File: config.mk
export PLATFORM = sky130hd
export DESIGN_NAME = gso3_mul
export DESIGN_NICKNAME = d
export VERILOG_FILES = /design/src/sv/gso3_pkg.sv /design/src/sv/gso3_mul.sv
export SDC_FILE = /design/constraint.sdc
export NUM_CORES = 2
export LEC_CHECK = 0
export ABC_AREA = 1
export ABC_CLOCK_PERIOD_IN_PS = 6920
export BUFFER_PORTS_ARGS = -buffer_cell sky130_fd_sc_hd__buf_2
export CORE_UTILIZATION = 60
export CTS_CLUSTER_DIAMETER = 40
export DETAILED_ROUTE_END_ITERATION = 8
export HOLD_SLACK_MARGIN = 0.02
export PLACE_DENSITY = 0.8
export SLEW_MARGIN = 20
export SYNTH_ARGS = -nofsm -noshare
export SYNTH_HDL_FRONTEND = slang
export SYNTH_SLANG_ARGS = --single-unit
export TNS_END_PERCENT = 20
File: constraint.sdc
create_clock -name clk_i -period 6.92 [get_ports clk_i]
set_input_delay 1.384 -clock clk_i [delete_from_list [all_inputs] [get_ports clk_i]]
set_output_delay 1.384 -clock clk_i [all_outputs]
set_load 0.01 [all_outputs]
File: src/sv/gso3_pkg.sv
// Shared constants and status codes for the 3-vector Gram-Schmidt block.
package gso3_pkg;

  parameter int DATA_WIDTH_DEF = 32;   // default input component width
  parameter int LIMB           = 32;   // partial product operand width
  parameter int UNIT_W         = 32;   // width of one unit component
  parameter int FRAC           = 30;   // fraction bits of the Q1.30 result
  parameter int WB             = 31;   // width of a normalised magnitude
  parameter int SQ_W           = 64;   // sum of squares
  parameter int ROOT_W         = 32;   // integer square root
  parameter int SQRT_STEPS     = 32;
  parameter int DIV_STEPS      = 32;
  parameter int NUM_W          = 62;   // rounded dividend
  parameter int STATUS_W       = 2;

  localparam logic [UNIT_W-1:0] ONE_Q30 = UNIT_W'(1) << FRAC;

  localparam logic [STATUS_W-1:0] ST_OK       = 2'd0;
  localparam logic [STATUS_W-1:0] ST_A_ZERO   = 2'd1;
  localparam logic [STATUS_W-1:0] ST_RES_ZERO = 2'd2;

endpackage

File: src/sv/gso3_mul.sv
// Two-stage unsigned multiplier built from 32x32 partial products.
module gso3_mul
  import gso3_pkg::*;
#(
  parameter int AW = 32,
  parameter int BW = 32
) (
  input  logic          clk_i,
  input  logic          en_i,
  input  logic [AW-1:0] a_i,
  input  logic [BW-1:0] b_i,
  output logic [AW+BW-1:0] p_o
);

  localparam int KA = (AW + LIMB - 1) / LIMB;
  localparam int KB = (BW + LIMB - 1) / LIMB;
  localparam int AP = KA * LIMB;
  localparam int BP = KB * LIMB;
  localparam int PW = AW + BW;

  logic [AP-1:0]      a_ext;
  logic [BP-1:0]      b_ext;
  logic [2*LIMB-1:0]  pp_q [KA*KB];
  logic [AP+BP-1:0]   acc;
  logic [PW-1:0]      p_q;

  assign a_ext = AP'(a_i);
  assign b_ext = BP'(b_i);

  always_ff @(posedge clk_i) begin
    if (en_i) begin
      for (int i = 0; i < KA; i++) begin
        for (int j = 0; j < KB; j++) begin
          pp_q[i*KB+j] <= a_ext[i*LIMB +: LIMB] * b_ext[j*LIMB +: LIMB];
        end
      end
    end
  end

  always_comb begin
    acc = '0;
    for (int i = 0; i < KA; i++) begin
      for (int j = 0; j < KB; j++) begin
        acc = acc + ((AP+BP)'(pp_q[i*KB+j]) << (LIMB*(i+j)));
      end
    end
  end

  always_ff @(posedge clk_i) begin
    if (en_i) begin
      p_q <= acc[PW-1:0];
    end
  end

  assign p_o = p_q;

endmodule

## Word-level counts from Yosys, hierarchy flattened

Memory sizes are Yosys's and may differ from the RTL's. A register that Yosys moved wholly into a read port is not among the register bits.
Index checks and enable logic that the tools add are counted.

| cells by class | value |
|---|---|
| multiply operators | 1 |
| multiplexer cells | 2 |

Operators by type and width:

| operator | count |
|---|---|
| $mul 32x32->64 | 1 |
| $mux 1 | 2 |

| word-level totals | value |
|---|---|
| bits of input ports | 66 |
| word-level logic and storage cells | 4 |
| bits in writable memories | 64 |
| flip-flop bits (word level) | 0 |
| output and inout port bits | 64 |
| memories | 1 |

Memory list:

| memory | depth | width | rd ports | clocked after memory_dff | write ports | line | source |
|---|---|---|---|---|---|---|---|
| pp_q | 1 | 64 | 1 | 1 | 1 | gso3_mul.sv:23 | `logic [2*LIMB-1:0] pp_q [KA*KB];` |

## Logic depth before layout (Yosys ltp)

| depth | value |
|---|---|
| depth after elaboration | 2 |
| gate-level depth with buffers | 30 |
| depth with buffers taken out | 29 |

## Worst setup path after synthesis

No wires, ideal clock.

| timing path | value |
|---|---|
| path type | in2reg |
| from | input a_i[25] |
| to | memory pp_q[0][60] (netlist bit), data pin |
| path slack | -414 ps |
| data arrival time | 7082 ps |
| stages on the path | 26 |
| library setup time | 252 ps |
| data required time | 6668 ps |
| buffers on the path | 1 |
| cells stage by stage | clkbuf_1 nand2_1 fa_1 inv_1 fa_1 inv_1 fa_1 inv_1 fa_1 fa_1 fa_1 fa_1 inv_1 fa_1 inv_1 ha_1 nand2_1 nand2_1 a21oi_1 nand2_1 nand2_1 nand2_1 a21oi_1 nand2_1 nand2_1 nand2_1 |

| between the ends | value |
|---|---|
| cells in the longest elaborated chain, start to end | 1 |

RTL lines:

| what | line | source |
|---|---|---|
| from (decl) | gso3_mul.sv:10 | `input logic [AW-1:0] a_i,` |
| $mul 32x32->64 | gso3_mul.sv:34 | `pp_q[i*KB+j] <= a_ext[i*LIMB +: LIMB] * b_ext[j*LIMB +: LIMB];` |
| to (decl) | gso3_mul.sv:23 |  |

Every way passes these cells.

## Worst setup path in the final report

| timing path | value |
|---|---|
| from | input a_i[14] |
| to | memory pp_q[0][55] (netlist bit), data pin |

The elaborated chain is that of the path after synthesis.

==> flow_summary.ini <==
[routing]
drc_errors = 0
routed_wl_um = 114000
wl_per_cell_um = 18.1
vias_per_cell = 5.27
via_count = 33200
drtIter0Drc = 2660
drtPass1Iterations = 8
ant_nets = 0

[sta]
setup_viol = 46
rsz0062_at_grt = true
max-slew-margin-rel_pct = 40.3
min_period_ns = 7.21
fmax_mhz = 139
worst_slack_ns = -0.287
slew_viol_final = 0
skew_ns = 0.0190
post-route-period-util_pct = 104
setup_tns_ns = -9.48
worst-slew-pin-transition_ns = 0.895
finalHoldViolCount = 0

[logic_synthesis]
synth_top_flop_cell = edfxtp_1
async_reset_ff_share_pct = 0
ys_seq_area_share_pct = 9.62
synth_edf_count = 128
synth.avg_cell_area_um2 = 7.86
yosysWarnings = 0
synthTopCellsByArea = fa_1 45%, inv_1 16%, nand2_1 15%
syn_nets = 6308
synth_area_leader_cell = fa_1
ys_ff_latch = 128
syn_area_um2 = 40000
synth.most_common_cell = inv_1
synth_commonest_cells = 1723 x inv_1, 1559 x nand2_1, 896 x fa_1
synth_top_area_share_pct = 44.9
synthDistinctLibCells = 23
netlist_instances = 5083

[cts]
clk_path_buf_depth = 2
clkSinkCount = 128
numCtsBuffers = 17
clkSlewWorstSetupHoldPaths_ns = 0.07
ctsHoldBuffers = 0
cts_tree = yes
cts_root_buf = clkbuf_16
clk_latency_ns = 0.43
htreeDepth = 4

[worst_hold_path]
hold_class = reg -> reg

[global_route]
grt_max_degree = 68
grt_overflow = 0
grt_pass1_wl_um = 184000
grt_pass1_vias = 36200
track_usage_pct = 35.1
antenna_found_initial = 1

[floorplanning]
io-pin-count = 130
die_w_um = 260
die_h_um = 260
start_util_pct = 60.7
dieArea_um2 = 67700
rows = 94
coreArea_um2 = 65900

[final_layout]
instances_no_fill = 6294
drive_gt1_share_pct = 17.6
antennaDiodeCount = 0
area_growth_pct = 18.1
fillers = 4611
fin_area_um2 = 47200
fin_nets = 6642

[run_status]
outcome = finished, violations left
violations = negative setup slack

[worst_setup_path]
critical_path_class = in -> reg
worstPathArrival_ns = 7.38
required_ns = 7.10
start_kind = primary input
worstSetupEndpointType = flip-flop
crit_path_max_fanout = 5

[placed_design]
dpl_cell_area_um2 = 44400
dp_cells = 6237
port_buffers = 129
dpl.hpwl_um = 93600
routabilityCongestion = 1.01

[run]
max_cap_viol_count = 0
worst paths after layout:
check	cells past startpoint	end	slack (ns)	from
worst min-delay path	0	p_o[27]	0.42	pp_q[0][27]
worst max register to register	0	p_o[28]	6.09	pp_q[0][28]
worst min register to register	0	p_o[27]	0.42	pp_q[0][27]
worst max-delay path	26	pp_q[0][55]	-0.29	a_i[14]
state kept, by name (all words and copies together) (netlist names):
name  cells
p_o      64
pp_q     64
worst max-delay path, stage by stage:
cell and delay [ns]:
buf_16 0.13, buf_6 0.11, nand2_2 0.06, inv_2 0.04
fa_1 0.56, inv_2 0.05, fa_1 0.55, fa_1 0.47
fa_1 0.55, inv_2 0.05, fa_1 0.54, inv_1 0.05
fa_1 0.54, inv_2 0.05, fa_1 0.51, fa_1 0.45
ha_4 0.34, nand2_4 0.09, nor2_4 0.16, nand2_2 0.11
inv_2 0.07, nand4_1 0.13, nand3_4 0.14, nand2_2 0.07
nand4_1 0.09, nand2_2 0.07
per-layer routing:
layer / up-vias / global-route usage (%) / routed length [um]
met5: - / 0.214 / 14
met4: 2 / 20.4 / 8030
met3: 556 / 6.10 / 9510
met2: 1733 / 60.7 / 56500
met1: 16300 / 41.2 / 39600
li1: 14600 / - / -
cells by family (layout without fill, tap and decap cells):
| kind of cell | count (synthesis) | count (layout) | synth area share [%] |
|---|---|---|---|
| buffers and inverters | 1925 | 2272 | 18.1 |
| and+or+nand+nor | 1776 | 1776 | 17.6 |
| adders and majority gates | 1159 | 1159 | 53.1 |
| DFF | 128 | 128 | 9.62 |
| AOI/OAI and AO/OA | 59 | 59 | 0.823 |
| xor gates and xnor gates | 36 | 36 | 0.789 |
placed cells by master (no fill, tap or decap), drive strengths merged:
master,netlist,final
bufinv,0,1
fa,896,896
o21bai,12,12
buf,0,506
xnor2,4,4
nand4,16,16
nor2,101,101
xor2,32,32
o21ai,2,2
clkbuf,192,18
edfxtp,128,128
a21oi,45,45
nand2,1575,1575
inv,1733,1743
clkinv,0,4
ha,263,263
nor3,18,18
nand3,66,66
final cells by class:
cell class	count	area, um^2	area share (%)
timing repair buffer	507	4510	9.57
sequential	128	3840	8.14
tap	864	1080	2.29
clock inverter	15	188	0.398
inverter	1733	6510	13.8
multi-input combinational	3030	30600	64.9
clock buffer	17	425	0.901
metrics by stage:
| step | setup WS (ns) | utilization [%] | hold WS [ns] |
|---|---|---|---|
| 2_1_floorplan | -0.136 | - | 0.400 |
| 3_3_place_gp | -0.930 | 67.3 | 0.400 |
| 3_5_place_dp | -1.05 | 67.3 | 0.405 |
| 4_1_cts | -0.209 | 70.8 | 0.416 |
| 5_1_grt | -0.535 | 71.7 | 0.428 |
| 6_report | -0.287 | 71.7 | 0.416 |
timing repair:
item | CTS | global route
resized for setup | 373 | 145
gates cloned | 2 | 0
setup buffers | 23 | 2
pin swaps | 159 | 93
setup endpoints to repair | 53 | 53
Power is not shown: default switching activity piles up to over one toggle a cycle in this logic, so the estimate is an artifact.
