`src/sv/gso3_pkg.sv`:
```
// Shared constants and status codes for the 3-vector Gram-Schmidt block.
package gso3_pkg;

  parameter int DATA_WIDTH_DEF = 32;   // default input component width
  parameter int LIMB           = 32;   // partial product operand width
  parameter int UNIT_W         = 32;   // width of one unit component
  parameter int FRAC           = 30;   // fraction bits of the Q1.30 result
  parameter int WB             = 31;   // width of a normalised magnitude
  parameter int SQ_W           = 64;   // sum of squares
  parameter int ROOT_W         = 32;   // integer square root
  parameter int SQRT_STEPS     = 32;
  parameter int DIV_STEPS      = 32;
  parameter int NUM_W          = 62;   // rounded dividend
  parameter int STATUS_W       = 2;

  localparam logic [UNIT_W-1:0] ONE_Q30 = UNIT_W'(1) << FRAC;

  localparam logic [STATUS_W-1:0] ST_OK       = 2'd0;
  localparam logic [STATUS_W-1:0] ST_A_ZERO   = 2'd1;
  localparam logic [STATUS_W-1:0] ST_RES_ZERO = 2'd2;

endpackage

```
`src/sv/gso3_div.sv`:
```
// Pipelined restoring divider for one lane, quotient saturated at one in Q1.30.
module gso3_div
  import gso3_pkg::*;
(
  input  logic              clk_i,
  input  logic              en_i,
  input  logic [NUM_W-1:0]  num_i,
  input  logic [ROOT_W-1:0] den_i,
  output logic [UNIT_W-1:0] q_o
);

  logic [ROOT_W-1:0]    rem_q [DIV_STEPS];
  logic [DIV_STEPS-1:0] bit_q [DIV_STEPS];
  logic [UNIT_W-1:0]    quo_q [DIV_STEPS];
  logic [ROOT_W-1:0]    den_q [DIV_STEPS];

  for (genvar k = 0; k < DIV_STEPS; k++) begin : g_step
    logic [ROOT_W-1:0]    rem_in, den_in;
    logic [DIV_STEPS-1:0] bit_in;
    logic [UNIT_W-1:0]    quo_in;
    logic [ROOT_W:0]      r2, diff;
    logic                 ge;

    if (k == 0) begin : g_first
      // the top bits stay below the divisor, so they seed the remainder
      assign rem_in = ROOT_W'(num_i[NUM_W-1:DIV_STEPS]);
      assign bit_in = num_i[DIV_STEPS-1:0];
      assign quo_in = '0;
      assign den_in = den_i;
    end else begin : g_next
      assign rem_in = rem_q[k-1];
      assign bit_in = bit_q[k-1];
      assign quo_in = quo_q[k-1];
      assign den_in = den_q[k-1];
    end

    assign r2   = {rem_in, bit_in[DIV_STEPS-1]};
    assign diff = r2 - {1'b0, den_in};
    assign ge   = (r2 >= {1'b0, den_in});

    always_ff @(posedge clk_i) begin
      if (en_i) begin
        rem_q[k] <= ge ? diff[ROOT_W-1:0] : r2[ROOT_W-1:0];
        bit_q[k] <= bit_in << 1;
        quo_q[k] <= {quo_in[UNIT_W-2:0], ge};
        den_q[k] <= den_in;
      end
    end
  end

  assign q_o = (quo_q[DIV_STEPS-1] > ONE_Q30) ? ONE_Q30 : quo_q[DIV_STEPS-1];

endmodule

```
`config.mk`:
```
export PLATFORM = sky130hd
export DESIGN_NAME = gso3_div
export DESIGN_NICKNAME = d
export VERILOG_FILES = /design/src/sv/gso3_pkg.sv /design/src/sv/gso3_div.sv
export SDC_FILE = /design/constraint.sdc
export NUM_CORES = 2
export LEC_CHECK = 0
export BUFFER_PORTS_ARGS = -buffer_cell sky130_fd_sc_hd__buf_4
export CAP_MARGIN = 20
export CORE_MARGIN = 3
export CORE_UTILIZATION = 50
export CTS_BUF_LIST = sky130_fd_sc_hd__clkbuf_4 sky130_fd_sc_hd__clkbuf_8
export DETAILED_ROUTE_END_ITERATION = 12
export PLACE_DENSITY = 0.76
export SYNTH_ARGS = -nofsm -noshare
export SYNTH_HDL_FRONTEND = slang
export SYNTH_SLANG_ARGS = --single-unit
```
`constraint.sdc`:
```
create_clock -name clk_i -period 4.9 [get_ports clk_i]
set_clock_uncertainty 0.2 [all_clocks]
set_input_delay 0.245 -clock clk_i [delete_from_list [all_inputs] [get_ports clk_i]]
set_output_delay 0.245 -clock clk_i [all_outputs]
set_load 0.02 [all_outputs]
```
**Word-level counts from Yosys, hierarchy flattened**

Memories as Yosys holds them, arrays and structs flattened.
Cells that the tools add are included.
Widths: inputs -> output; s select.

- Register bits: 0
- Memories: 4
- Input port bits: 96
- Output and inout port bits: 32
- Logic and storage cells: 104
- Memory bits (writable): 4064

Memory list:

| name | words | width | rd ports | clocked after Yosys merged registers in | wr ports | RTL line | RTL |
|---|---|---|---|---|---|---|---|
| den_q | 32 | 32 | 31 | 0 | 32 | gso3_div.sv:15 | `logic [ROOT_W-1:0] den_q [DIV_STEPS];` |
| quo_q | 32 | 32 | 32 | 0 | 32 | gso3_div.sv:14 | `logic [UNIT_W-1:0] quo_q [DIV_STEPS];` |
| rem_q | 32 | 32 | 31 | 0 | 32 | gso3_div.sv:12 | `logic [ROOT_W-1:0] rem_q [DIV_STEPS];` |
| bit_q | 32 | 31 | 31 | 0 | 32 | gso3_div.sv:13 | `logic [DIV_STEPS-1:0] bit_q [DIV_STEPS];` |

- Multiplexer cells: 35
- Magnitude comparators: 33
- $add $sub $neg: 32

Operators with widths:

| kind | number |
|---|---|
| $mux 32 | 33 |
| $ge 33x32->1 | 31 |
| $sub 32x32->32 | 31 |
| $ge 31x32->1 | 1 |
| $gt 32x31->1 const B | 1 |
| $sub 31x32->32 | 1 |
| $mux 1 | 2 |

**Depth between registers and ports, before layout**

An unclocked memory read counts as a cell.

- Depth in word-level cells: 3
- Depth in mapped cells: 16
- Gate-level depth less buffers: 14

**Least setup slack after synthesis**

Ideal clock, no wire load.

- Path type: reg2reg
- Start point: memory rem_q[9][5], in the netlist rem_q[4][37]
- End point: memory rem_q[10][24], in the netlist rem_q[5][24], data pin
- Path buffers: 1
- Clock period less this slack: 3668 ps
- Path slack: 1232 ps
- Arrival time: 3208 ps
- Stages on the path, launching flop included: 14
- Library setup time: 260 ps
- Data required time: 4440 ps
- Cell sequence: edfxtp_1 -> ha_1 -> a21o_1 -> a21oi_1 -> nor2b_1 -> o31a_1 -> a311oi_2 -> o21ai_2 -> a31o_4 -> a2111oi_4 -> o41ai_2 -> o21ai_4 -> buf_6 -> mux2_2

RTL lines:

| element | RTL line |
|---|---|
| start, declared | gso3_div.sv:12 |

==> out/qor.txt <==
Async set-or-reset flop fraction in the synthesized netlist: 0
Core area: 307000 um^2
Largest net degree at the start of global routing: 183
GR Layer Usage met2: 0.374
First-iteration detailed-routing DRC count: 7345
Initial antenna violation count: 6
Cell chain of the critical path: dlygate4sd3_1, buf_4, dlygate4sd3_1, ha_1, fa_1, nor2b_1, o21ai_0, a21oi_1, o211ai_1, a31oi_4, a21oi_1, o21ai_2, a21oi_4, nand2_1, dlygate4sd3_1, o21ai_0, dlygate4sd3_1
Area contributors post-synth: edfxtp_1, ha_1, inv_1
RSZ-0062 raised after global routing: no
Post-synthesis cell count: 12900
Slowest CP cell: dlygate4sd3_1
Initial Utilization: 0.505
Worst reg2reg endpoint: rem_q[5][41]$_DFFE_PP_
F_max: 0.211 GHz
Worst Min Path Start: num_i[32]
Warning count from the yosys run: 0
Layout cells sized above 1: 0.114
R2R Setup Slk: 0.45 ns
Vias per std cell: 5.51
Antenna Nets Post-Route: 0
Rows: 203
Post-synth top area share: 0.582
Routed wire length: 336 mm
Critical Path Start Type: primary input
Root Buffer: clkbuf_8
Worst path bufs/invs: 5
Crit-path leading delay family: buffers and inverters
Number of top-level pins: 128
First-pass DRT Iterations: 6
WL per Instance: 18.6 um
Syn_nets: 14000
Fin util: 0.568
Cell taking the most area after synthesis: edfxtp_1
Worst slew pin tran: 1.08 ns
Number of max-cap violations: 0
Worst Hold End: rem_q[0][1]$_DFFE_PP_
Max clock buf depth: 4
Number of flops mapped to enable cells by yosys: 3008
Synthesis-stage register bit count: 3008
P_leak: 70.5 nW
Final Hold Fails: 0
Most frequent CP cell: dlygate4sd3_1
Register area share after synthesis: 0.582
Fin. max-slew vios: 0
Met3 usage: 0.0305
WP data arrival: 5.39 ns
Clock sink count: 3008
Setup TNS: 0 ns
Synth Flop Type: edfxtp_1
Worst min path class: in -> reg
GRT Overall Usage: 0.207
Post-route clock period utilization: 0.967
Die width: 563 um
CP peak stage delay: 0.64 ns
Vias in the first global route: 98900
PnR worst setup slack: 0.160 ns
Setup CP Type: in -> reg
Synth Cell Area: 155000 um^2
Max-slew headroom: 0.268
Met1 Usage GRT: 0.233
DP HPWL: 247 mm
Vias: 99700
Port buffer count: 126
Area Overhead vs Synth: 12.4%
Die height: 563 um
Worst reg2reg path depth: 15
Final Wtd Congestion: 0.936
Final #Nets: 14700
Most frequent cells after synthesis: edfxtp_1, inv_1, ha_1, nand2_1, a21oi_1
Power per cell area: 641 nW/um^2
GR Overflow Total: 0
Post-CTS setup buffer count: 0
Max VDD drop: 0.445 mV
TritonCTS clock tree: built
Crit. End Element: flip-flop
Cts bufs inserted: 520
Critical Path RT: 5.55 ns
H-tree depth: 6
First-pass GRT wire length: 525 mm
GR peak layer: met2
Min Tclk post-route: 4.74 ns
Most frequent cell after synthesis: edfxtp_1
Hold path depth: 5
WHS: 0.123 ns
DR DRC count: 0
Final setup violation count: 0
Final Power: 112 mW
Clock slew at reported path FFs: 0.05 ns
Later-pin clock latency in the skew report: 1.14 ns
Critical path peak fanout: 19
Die ar.: 317000 um^2
Outcome: complete, no violations
FF-to-FF Start: den_q[0][321]$_DFFE_PP_
Distinct cells, synth: 96
Avg Cell Area, Syn: 12.1 um^2
Pre-CTS WS: 0.290 ns
worst min-delay path, delay by kind of cell:
family                     cells  cell delay (ns)
buffers and inverters          3             0.74
adders and majority gates      1             0.16
AOI/OAI and AO/OA              1             0.11
cell families (layout without fill, tap and decap cells):
kind of cell             after synthesis  count (layout)  synth area share
buffers and inverters               1580            2709            0.0394
AND/OR/NAND/NOR                     2762            2762            0.0855
AO/OA/AOI/OAI                       3178            3179             0.128
flip-flops                          3008            3008             0.582
XOR/XNOR                             828             828            0.0467
adder cells (fa/ha/maj)             1054            1054            0.0865
other                                  1              13         0.0000242
multiplexers                         443             443            0.0318
what timing repair did:
action,4_1_cts,5_1_grt
setup endpoints to repair,0,40
gates resized for setup,0,5
hold buffers,220,0
endpoints found under the hold margin,2184,0
cell type report:
class	instances	area, um^2
timing repair buffer	489	4730
sequential	3008	90300
fill	24900	133000
antenna	12	30.0
clock buffer	652	8170
tap	4100	5130
clock inverter	258	2220
inverter	1310	4920
multi-input combinational	8267	58900
registers in the layout, summed over array words and instances (netlist names):
signal	flops
quo_q	528
bit_q	496
den_q	992
rem_q	992
how the worst max path moves through the flow:
stage	start	to	slack (ns)	cells past startpoint
global route	den_i[0]	rem_q[0][12]$_DFFE_PP_	0.09	17
floorplan	rem_q[4][37]$_DFFE_PP_	rem_q[5][24]$_DFFE_PP_	1.23	13
detailed placement	den_q[1][129]$_DFFE_PP_	rem_q[10][39]$_DFFE_PP_	0.29	14
global placement	den_q[1][129]$_DFFE_PP_	rem_q[10][34]$_DFFE_PP_	0.28	14
CTS	den_i[0]	rem_q[0][12]$_DFFE_PP_	0.05	17
finish	den_i[0]	rem_q[0][12]$_DFFE_PP_	0.16	17
metrics by stage:
step                cell area, um^2  instances
global route                 174000      18100
global placement             162000      17000
floorplan                    155000      12900
CTS                          174000      18100
detailed placement           162000      17000
finish                       174000      18100
layer usage:
| layer | up-vias | wire length (um) |
|---|---|---|
| li1 | 48800 | - |
| met1 | 47400 | 129000 |
| met4 | 0 | 19500 |
| met3 | 906 | 14800 |
| met5 | - | 0 |
| met2 | 2638 | 172000 |
cells in the final DEF (no fill, tap or decap), types with 44 or more instances in the layout:
cell type / count
or3_1: 46
nand2_1: 928
and3_1: 107
nor4_1: 44
o211ai_1: 72
and2_1: 76
a211oi_1: 71
edfxtp_1: 3008
a21oi_1: 903
clkbuf_4: 128
dlygate4sd3_1: 220
o21ai_0: 846
o31ai_1: 83
clkinv_1: 110
nor3_1: 146
clkbuf_8: 524
xor2_1: 363
a21o_1: 510
nand4_1: 149
mux2_2: 396
a31oi_1: 97
o21a_1: 111
xnor2_1: 465
nand2b_1: 150
nor2_1: 588
buf_4: 229
o21bai_1: 109
nand3_1: 194
inv_1: 1309
nor2b_1: 180
ha_1: 1023
clkinv_2: 60
power breakdown:
group | internal (mW) | switching [mW]
registers | 37.1 | 3.67
clock network | 12.6 | 10.3
logic | 21.5 | 26.7
total | 71.2 | 40.7
(Power assumes the default switching activity.)
