<file path="config.mk">
export PLATFORM = sky130hd
export DESIGN_NAME = gso3_isqrt
export DESIGN_NICKNAME = d
export VERILOG_FILES = /design/src/sv/gso3_pkg.sv /design/src/sv/gso3_isqrt.sv
export SDC_FILE = /design/constraint.sdc
export NUM_CORES = 2
export LEC_CHECK = 0
export BUFFER_PORTS_ARGS = -buffer_cell sky130_fd_sc_hd__buf_2
export CAP_MARGIN = 20
export CORE_MARGIN = 4
export CORE_UTILIZATION = 25
export CTS_BUF_LIST = sky130_fd_sc_hd__clkbuf_8
export CTS_CLUSTER_DIAMETER = 60
export DETAILED_ROUTE_END_ITERATION = 8
export GPL_TIMING_DRIVEN = 1
export PLACE_DENSITY = 0.45
export SLEW_MARGIN = 20
export SYNTH_ARGS = -nofsm -noshare
export SYNTH_HDL_FRONTEND = slang
export SYNTH_MEMORY_MAX_BITS = 65536
export SYNTH_SLANG_ARGS = --single-unit
</file>
<file path="constraint.sdc">
create_clock -name clk_i -period 6.2 [get_ports clk_i]
set_input_delay 0.62 -clock clk_i [delete_from_list [all_inputs] [get_ports clk_i]]
set_output_delay 0.62 -clock clk_i [all_outputs]
set_load 0.1 [all_outputs]
</file>
<file path="src/sv/gso3_pkg.sv">
// Shared constants and status codes for the 3-vector Gram-Schmidt block.
package gso3_pkg;

  parameter int DATA_WIDTH_DEF = 32;   // default input component width
  parameter int LIMB           = 32;   // partial product operand width
  parameter int UNIT_W         = 32;   // width of one unit component
  parameter int FRAC           = 30;   // fraction bits of the Q1.30 result
  parameter int WB             = 31;   // width of a normalised magnitude
  parameter int SQ_W           = 64;   // sum of squares
  parameter int ROOT_W         = 32;   // integer square root
  parameter int SQRT_STEPS     = 32;
  parameter int DIV_STEPS      = 32;
  parameter int NUM_W          = 62;   // rounded dividend
  parameter int STATUS_W       = 2;

  localparam logic [UNIT_W-1:0] ONE_Q30 = UNIT_W'(1) << FRAC;

  localparam logic [STATUS_W-1:0] ST_OK       = 2'd0;
  localparam logic [STATUS_W-1:0] ST_A_ZERO   = 2'd1;
  localparam logic [STATUS_W-1:0] ST_RES_ZERO = 2'd2;

endpackage

</file>
<file path="src/sv/gso3_isqrt.sv">
// Pipelined integer square root, one result bit per stage, with a side tag.
module gso3_isqrt
  import gso3_pkg::*;
#(
  parameter int TW = 1
) (
  input  logic              clk_i,
  input  logic              en_i,
  input  logic [SQ_W-1:0]   x_i,
  input  logic [TW-1:0]     tag_i,
  output logic [ROOT_W-1:0] s_o,
  output logic [TW-1:0]     tag_o
);

  localparam int RW = ROOT_W + 3;

  logic [RW-1:0]     r_q   [SQRT_STEPS];
  logic [ROOT_W-1:0] q_q   [SQRT_STEPS];
  logic [SQ_W-1:0]   x_q   [SQRT_STEPS];
  logic [TW-1:0]     tag_q [SQRT_STEPS];

  for (genvar k = 0; k < SQRT_STEPS; k++) begin : g_step
    logic [RW-1:0]     r_in, r2, t;
    logic [ROOT_W-1:0] q_in;
    logic [SQ_W-1:0]   x_in;
    logic [TW-1:0]     tg_in;
    logic              ge;

    if (k == 0) begin : g_first
      assign r_in  = '0;
      assign q_in  = '0;
      assign x_in  = x_i;
      assign tg_in = tag_i;
    end else begin : g_next
      assign r_in  = r_q[k-1];
      assign q_in  = q_q[k-1];
      assign x_in  = x_q[k-1];
      assign tg_in = tag_q[k-1];
    end

    assign r2 = {r_in[RW-3:0], x_in[SQ_W-1 -: 2]};
    assign t  = RW'({q_in, 2'b01});
    assign ge = (r2 >= t);

    always_ff @(posedge clk_i) begin
      if (en_i) begin
        r_q[k]   <= ge ? (r2 - t) : r2;
        q_q[k]   <= {q_in[ROOT_W-2:0], ge};
        x_q[k]   <= x_in << 2;
        tag_q[k] <= tg_in;
      end
    end
  end

  assign s_o   = q_q[SQRT_STEPS-1];
  assign tag_o = tag_q[SQRT_STEPS-1];

endmodule

</file>
---- Yosys cells after proc, flatten, opt, wreduce, memory -nomap -nowiden ----
Memories as Yosys holds them, arrays and structs flattened.
Index checks and enable logic that the tools add are counted.
storage, ports and cells
  word-level logic and storage cells ...... 102
  RAM bits ................................ 4160
  register bits after elaboration ......... 0
  bits in read-only memories .............. 0
  bits of input ports ..................... 67
  latch bits .............................. 0
  memories ................................ 4
memory list
  memory  words  width  rd ports  clocked after Yosys merged registers in  write ports  RTL line          RTL
  x_q     32     62     31        0                                        32           gso3_isqrt.sv:19  logic [SQ_W-1:0] x_q [SQRT_STEPS];
  r_q     32     35     31        0                                        32           gso3_isqrt.sv:17  logic [RW-1:0] r_q [SQRT_STEPS];
  q_q     32     32     32        0                                        32           gso3_isqrt.sv:18  logic [ROOT_W-1:0] q_q [SQRT_STEPS];
  tag_q   32     1      32        0                                        32           gso3_isqrt.sv:20  logic [TW-1:0] tag_q [SQRT_STEPS];
operators by class
  equality and inequality tests ........... 0
  multiply operators ...................... 0
  bitwise gates (word level) .............. 0
  order comparisons ....................... 32
  div/mod/pow operators ................... 0
  muxes and demuxes ....................... 34
  $add $sub $neg .......................... 32
  reductions and logical operators ........ 0
  shifts and indexed selects .............. 0
operator list
  cell                   count
  $mux W35               32
  $ge A35 B34 Y1         31
  $sub A35 B34 Y35       31
  $sub A2 B1 Y3 const B  1
  $ge A2 B1 Y1 const B   1
  $mux W1                2

---- Longest topological paths before layout ----
An unclocked memory read counts as a cell.
  word-level depth ........................ 3
  gate-level depth with buffers ........... 14
  gate-level depth less buffers ........... 13

---- Worst setup path after synthesis ----
No wires, ideal clock.
  kind .................................... reg2reg
  from .................................... memory r_q[3][3] (netlist bit)
  to ...................................... memory r_q[3][44] (netlist bit) (data pin)
  buffers on the path ..................... 1
  cell stages (with the launch flop) ...... 12
  data arrival time ....................... 3024 ps
  setup time .............................. 260 ps
  slack ................................... 2916 ps
  required time ........................... 5940 ps
  path through ............................ edfxtp_1 ha_1 or2_2 and2_1 a311oi_1 a21oi_1 a221o_1 a22o_1 nor2_1 clkinv_1 clkbuf_1 mux2_2
RTL lines
  item         RTL line
  from (decl)  gso3_isqrt.sv:17

==> results.json <==
{
  "max-cap-violations": 0,
  "netlist_area_sq_um": 117600,
  "die_span_x_microns": 693.8,
  "synthDominantAreaCellType": "edfxtp_1",
  "synth_top_area_share_pct": 64.51,
  "drt-pass1-iter-count": 6,
  "maximum_number_of_pins_on_one_net_before_global_route_repair": 155,
  "use_met2_pct": 18.44,
  "boundaryPins": 100,
  "layout-drive-gt1-share_pct": 9.373,
  "outcome": "complete, no violations",
  "grt_antenna_before_repair": 11,
  "fin_crit_sh_pct": 73.68,
  "clockRootBuffer": "clkbuf_8",
  "cellLeakagePower_nw": 50.91,
  "layout.nets": 10282,
  "worstPathBufferInverterCount": 2,
  "netlist_instances": 9105,
  "timing.critical_path.slowest_stage_cell": "clkinv_1",
  "setup_viol_count_final": 0,
  "clock-sinks": 2526,
  "groute.layer.met1.usage_pct": 13.87,
  "place.gp.congestion": 0.8626,
  "cts.hold.buffers_added": 96,
  "seqCellArea_sq_um": 75850,
  "postSynth.asyncResetShare_pct": 0,
  "ys_seq_elements": 2526,
  "synth.top_cells.by_area": "edfxtp_1 (65%), ha_1 (6.0%), xnor2_1 (3.0%), xor2_1 (2.9%), a21oi_1 (2.6%)",
  "cp_cell_sequence": "ha_1 > o21a_1 > o21ai_0 > o2bb2ai_1 > o311ai_0 > o41a_1 > a21oi_1 > buf_4 > o31a_1 > clkinv_1 > mux2_2",
  "finalHoldViolCount": 0,
  "die_area_sq_um": 481400,
  "fin_crit_ps": 4568,
  "timing_max_transition_violations_final": 0,
  "detailed_place_hpwl_mm": 189.8,
  "cp-start-kind": "flip-flop",
  "max_slew.worst_pin.slew_ps": 1097,
  "cts.path.max_buffers": 4,
  "routed_wire_length_per_instance_microns": 16.57,
  "synthesis.nets": 9733,
  "post-cts-setup-buffers": 0,
  "rows": 251,
  "drt_total_wl_mm": 269.0,
  "timing.max_slew.rel_slack_pct": 25.01,
  "final.setup_skew_ps": 167.5,
  "synth_top_flop_cell": "edfxtp_1",
  "grt_pass1_wl_mm": 420.3,
  "power.density_cell_area_nw_per_um2": 360.5,
  "cts_tree": "yes",
  "list_of_most_frequent_post_synthesis_cells": "edfxtp_1 (2526), inv_1 (714), a21oi_1 (600), nand2_1 (595), nor2_1 (578)",
  "post_drt_via_cell_ratio": 4.445,
  "endpoint_required_time_on_the_critical_path_ps": 7060,
  "grt_use_total_pct": 10.86,
  "use_met3_pct": 1.843,
  "yosysWarnings": 0,
  "cts.repair.resized": 0,
  "htreeDepth": 5,
  "synth_most_common_cell": "edfxtp_1",
  "multi_input_comb_area_sq_um": 38460,
  "grt-busiest-layer": "met2",
  "timing.fmax_ghz": 0.2189,
  "synth_enable_flop_cells": 2526,
  "ir_drop_uv": 202.8,
  "drc": 0,
  "synth-seq-area-share_pct": 64.51,
  "initial_utilization_pct": 25.13,
  "post_synth_num_cell_types": 93,
  "final_antenna_net_count": 0,
  "crit_fanout": 27,
  "synth.avg_cell_area_sq_um": 12.91,
  "rsz0062_at_grt": "no",
  "drt_iter0_markers": 4992,
  "timing.critical_path.arrival_ps": 5430,
  "critPathCaptureType": "flip-flop",
  "area_of_the_placeable_core_sq_um": 467900,
  "clkTransAtPathRegs_ps": 60,
  "finalSetupTns_ps": 0,
  "worst_hold_path_type": "in -> reg",
  "crit_type": "reg -> reg",
  "first_global_vias": 73714,
  "worst_path_top_cell_family_by_delay": "compound AO/OA/AOI/OAI gates",
  "area_growth_syn_to_layout_pct": 15.51,
  "post-route-util_pct": 29.02,
  "clk_latency_ps": 1160,
  "io_buffers": 99,
  "cp_slowest_stage_delay_ps": 810,
  "vias": 72144,
  "globalRoute.totalOverflow": 0,
  "numCtsBuffers": 458,
  "fp.dieH_microns": 693.8,
  "final.fill_count": 47546
}
-- metrics by stage --
step | total power [mW] | worst slack (ps) | std cells | cell area (sq um) | hold WS [ps]
2_1_floorplan | 30.45 | 2916 | 9105 | 117600 | 400.3
3_3_place_gp | 33.90 | 1675 | 15296 | 126000 | 400.3
3_5_place_dp | 33.99 | 1685 | 15296 | 126000 | 404.5
4_1_cts | 49.89 | 1664 | 16227 | 135800 | 0.07760
5_1_grt | 52.06 | 1316 | 16232 | 135800 | 71.30
6_report | 48.96 | 1632 | 16232 | 135800 | 203.0
-- power by group --
part | switching (mW) | internal, mW
Combinational | 6.21 | 4.29
Clock | 7.30 | 7.97
Sequential | 1.54 | 21.7
Total | 15.0 | 33.9
-- registers in the layout, summed over array words and instances (netlist names) --
| signal | cells |
|---|---|
| tag_q | 32 |
| x_q | 992 |
| q_q | 528 |
| r_q | 974 |
-- final timing paths --
path | to | depth (start not counted) | slack, ps | from
worst max-delay path | r_q[3][131]$_DFFE_PP_ | 11 | 1630 | r_q[3][70]$_DFFE_PP_
worst min-delay path | x_q[0][34]$_DFFE_PP_ | 2 | 200 | x_i[34]
worst max register to register | r_q[3][131]$_DFFE_PP_ | 11 | 1630 | r_q[3][70]$_DFFE_PP_
worst min register to register | q_q[1][308]$_DFFE_PP_ | 0 | 360 | q_q[1][275]$_DFFE_PP_
-- layout by cell type (no fill, tap or decap), drive strengths merged, types with 39 or more instances in the layout --
master	synthesis	layout
xnor2	404	404
nor2	578	578
dlygate4sd3	0	96
and3	60	60
a31oi	46	46
nand2	596	596
edfxtp	2526	2526
nand4	93	93
o21bai	39	39
o21a	105	105
a21o	213	213
ha	561	561
a211oi	43	43
clkbuf	156	461
nor4	117	117
o31ai	62	62
nand3	148	148
buf	22	171
clkinv	2	219
nand2b	119	119
mux2	80	80
or3	103	103
nor3	246	246
o21ai	468	468
or4	68	68
nor2b	79	79
a21oi	600	600
inv	717	837
xor2	390	390
-- metal layers --
layer	wire, microns	share of wire (%)
met5	41	0.015
met4	9540	3.5
met3	12210	4.5
met2	128500	48
met1	118600	44
-- cell families (layout without fill, tap and decap cells) --
logic type / count (synthesis) / count (layout) / synth area share [%]
flip-flops: 2526 / 2526 / 64.51
AND/OR/NAND/NOR: 2376 / 2376 / 10.03
AO/OA/AOI/OAI: 1862 / 1862 / 9.864
buffers and inverters: 897 / 1821 / 2.872
XOR/XNOR: 794 / 794 / 5.914
adder cells (fa/ha/maj): 561 / 561 / 5.970
multiplexers: 88 / 88 / 0.8343
other: 1 / 6 / 0.003189
-- area by class of cell --
class	count	share of cell area [%]
Antenna cell	5	0.009212
Timing Repair Buffer	267	1.629
Inverter	719	1.987
Clock buffer	461	4.672
Multi-Input combinational cell	5682	28.31
Sequential cell	2526	55.85
Tap cell	6198	5.710
Clock inverter	374	1.830
No activity file was read; power rests on OpenSTA's default activity.
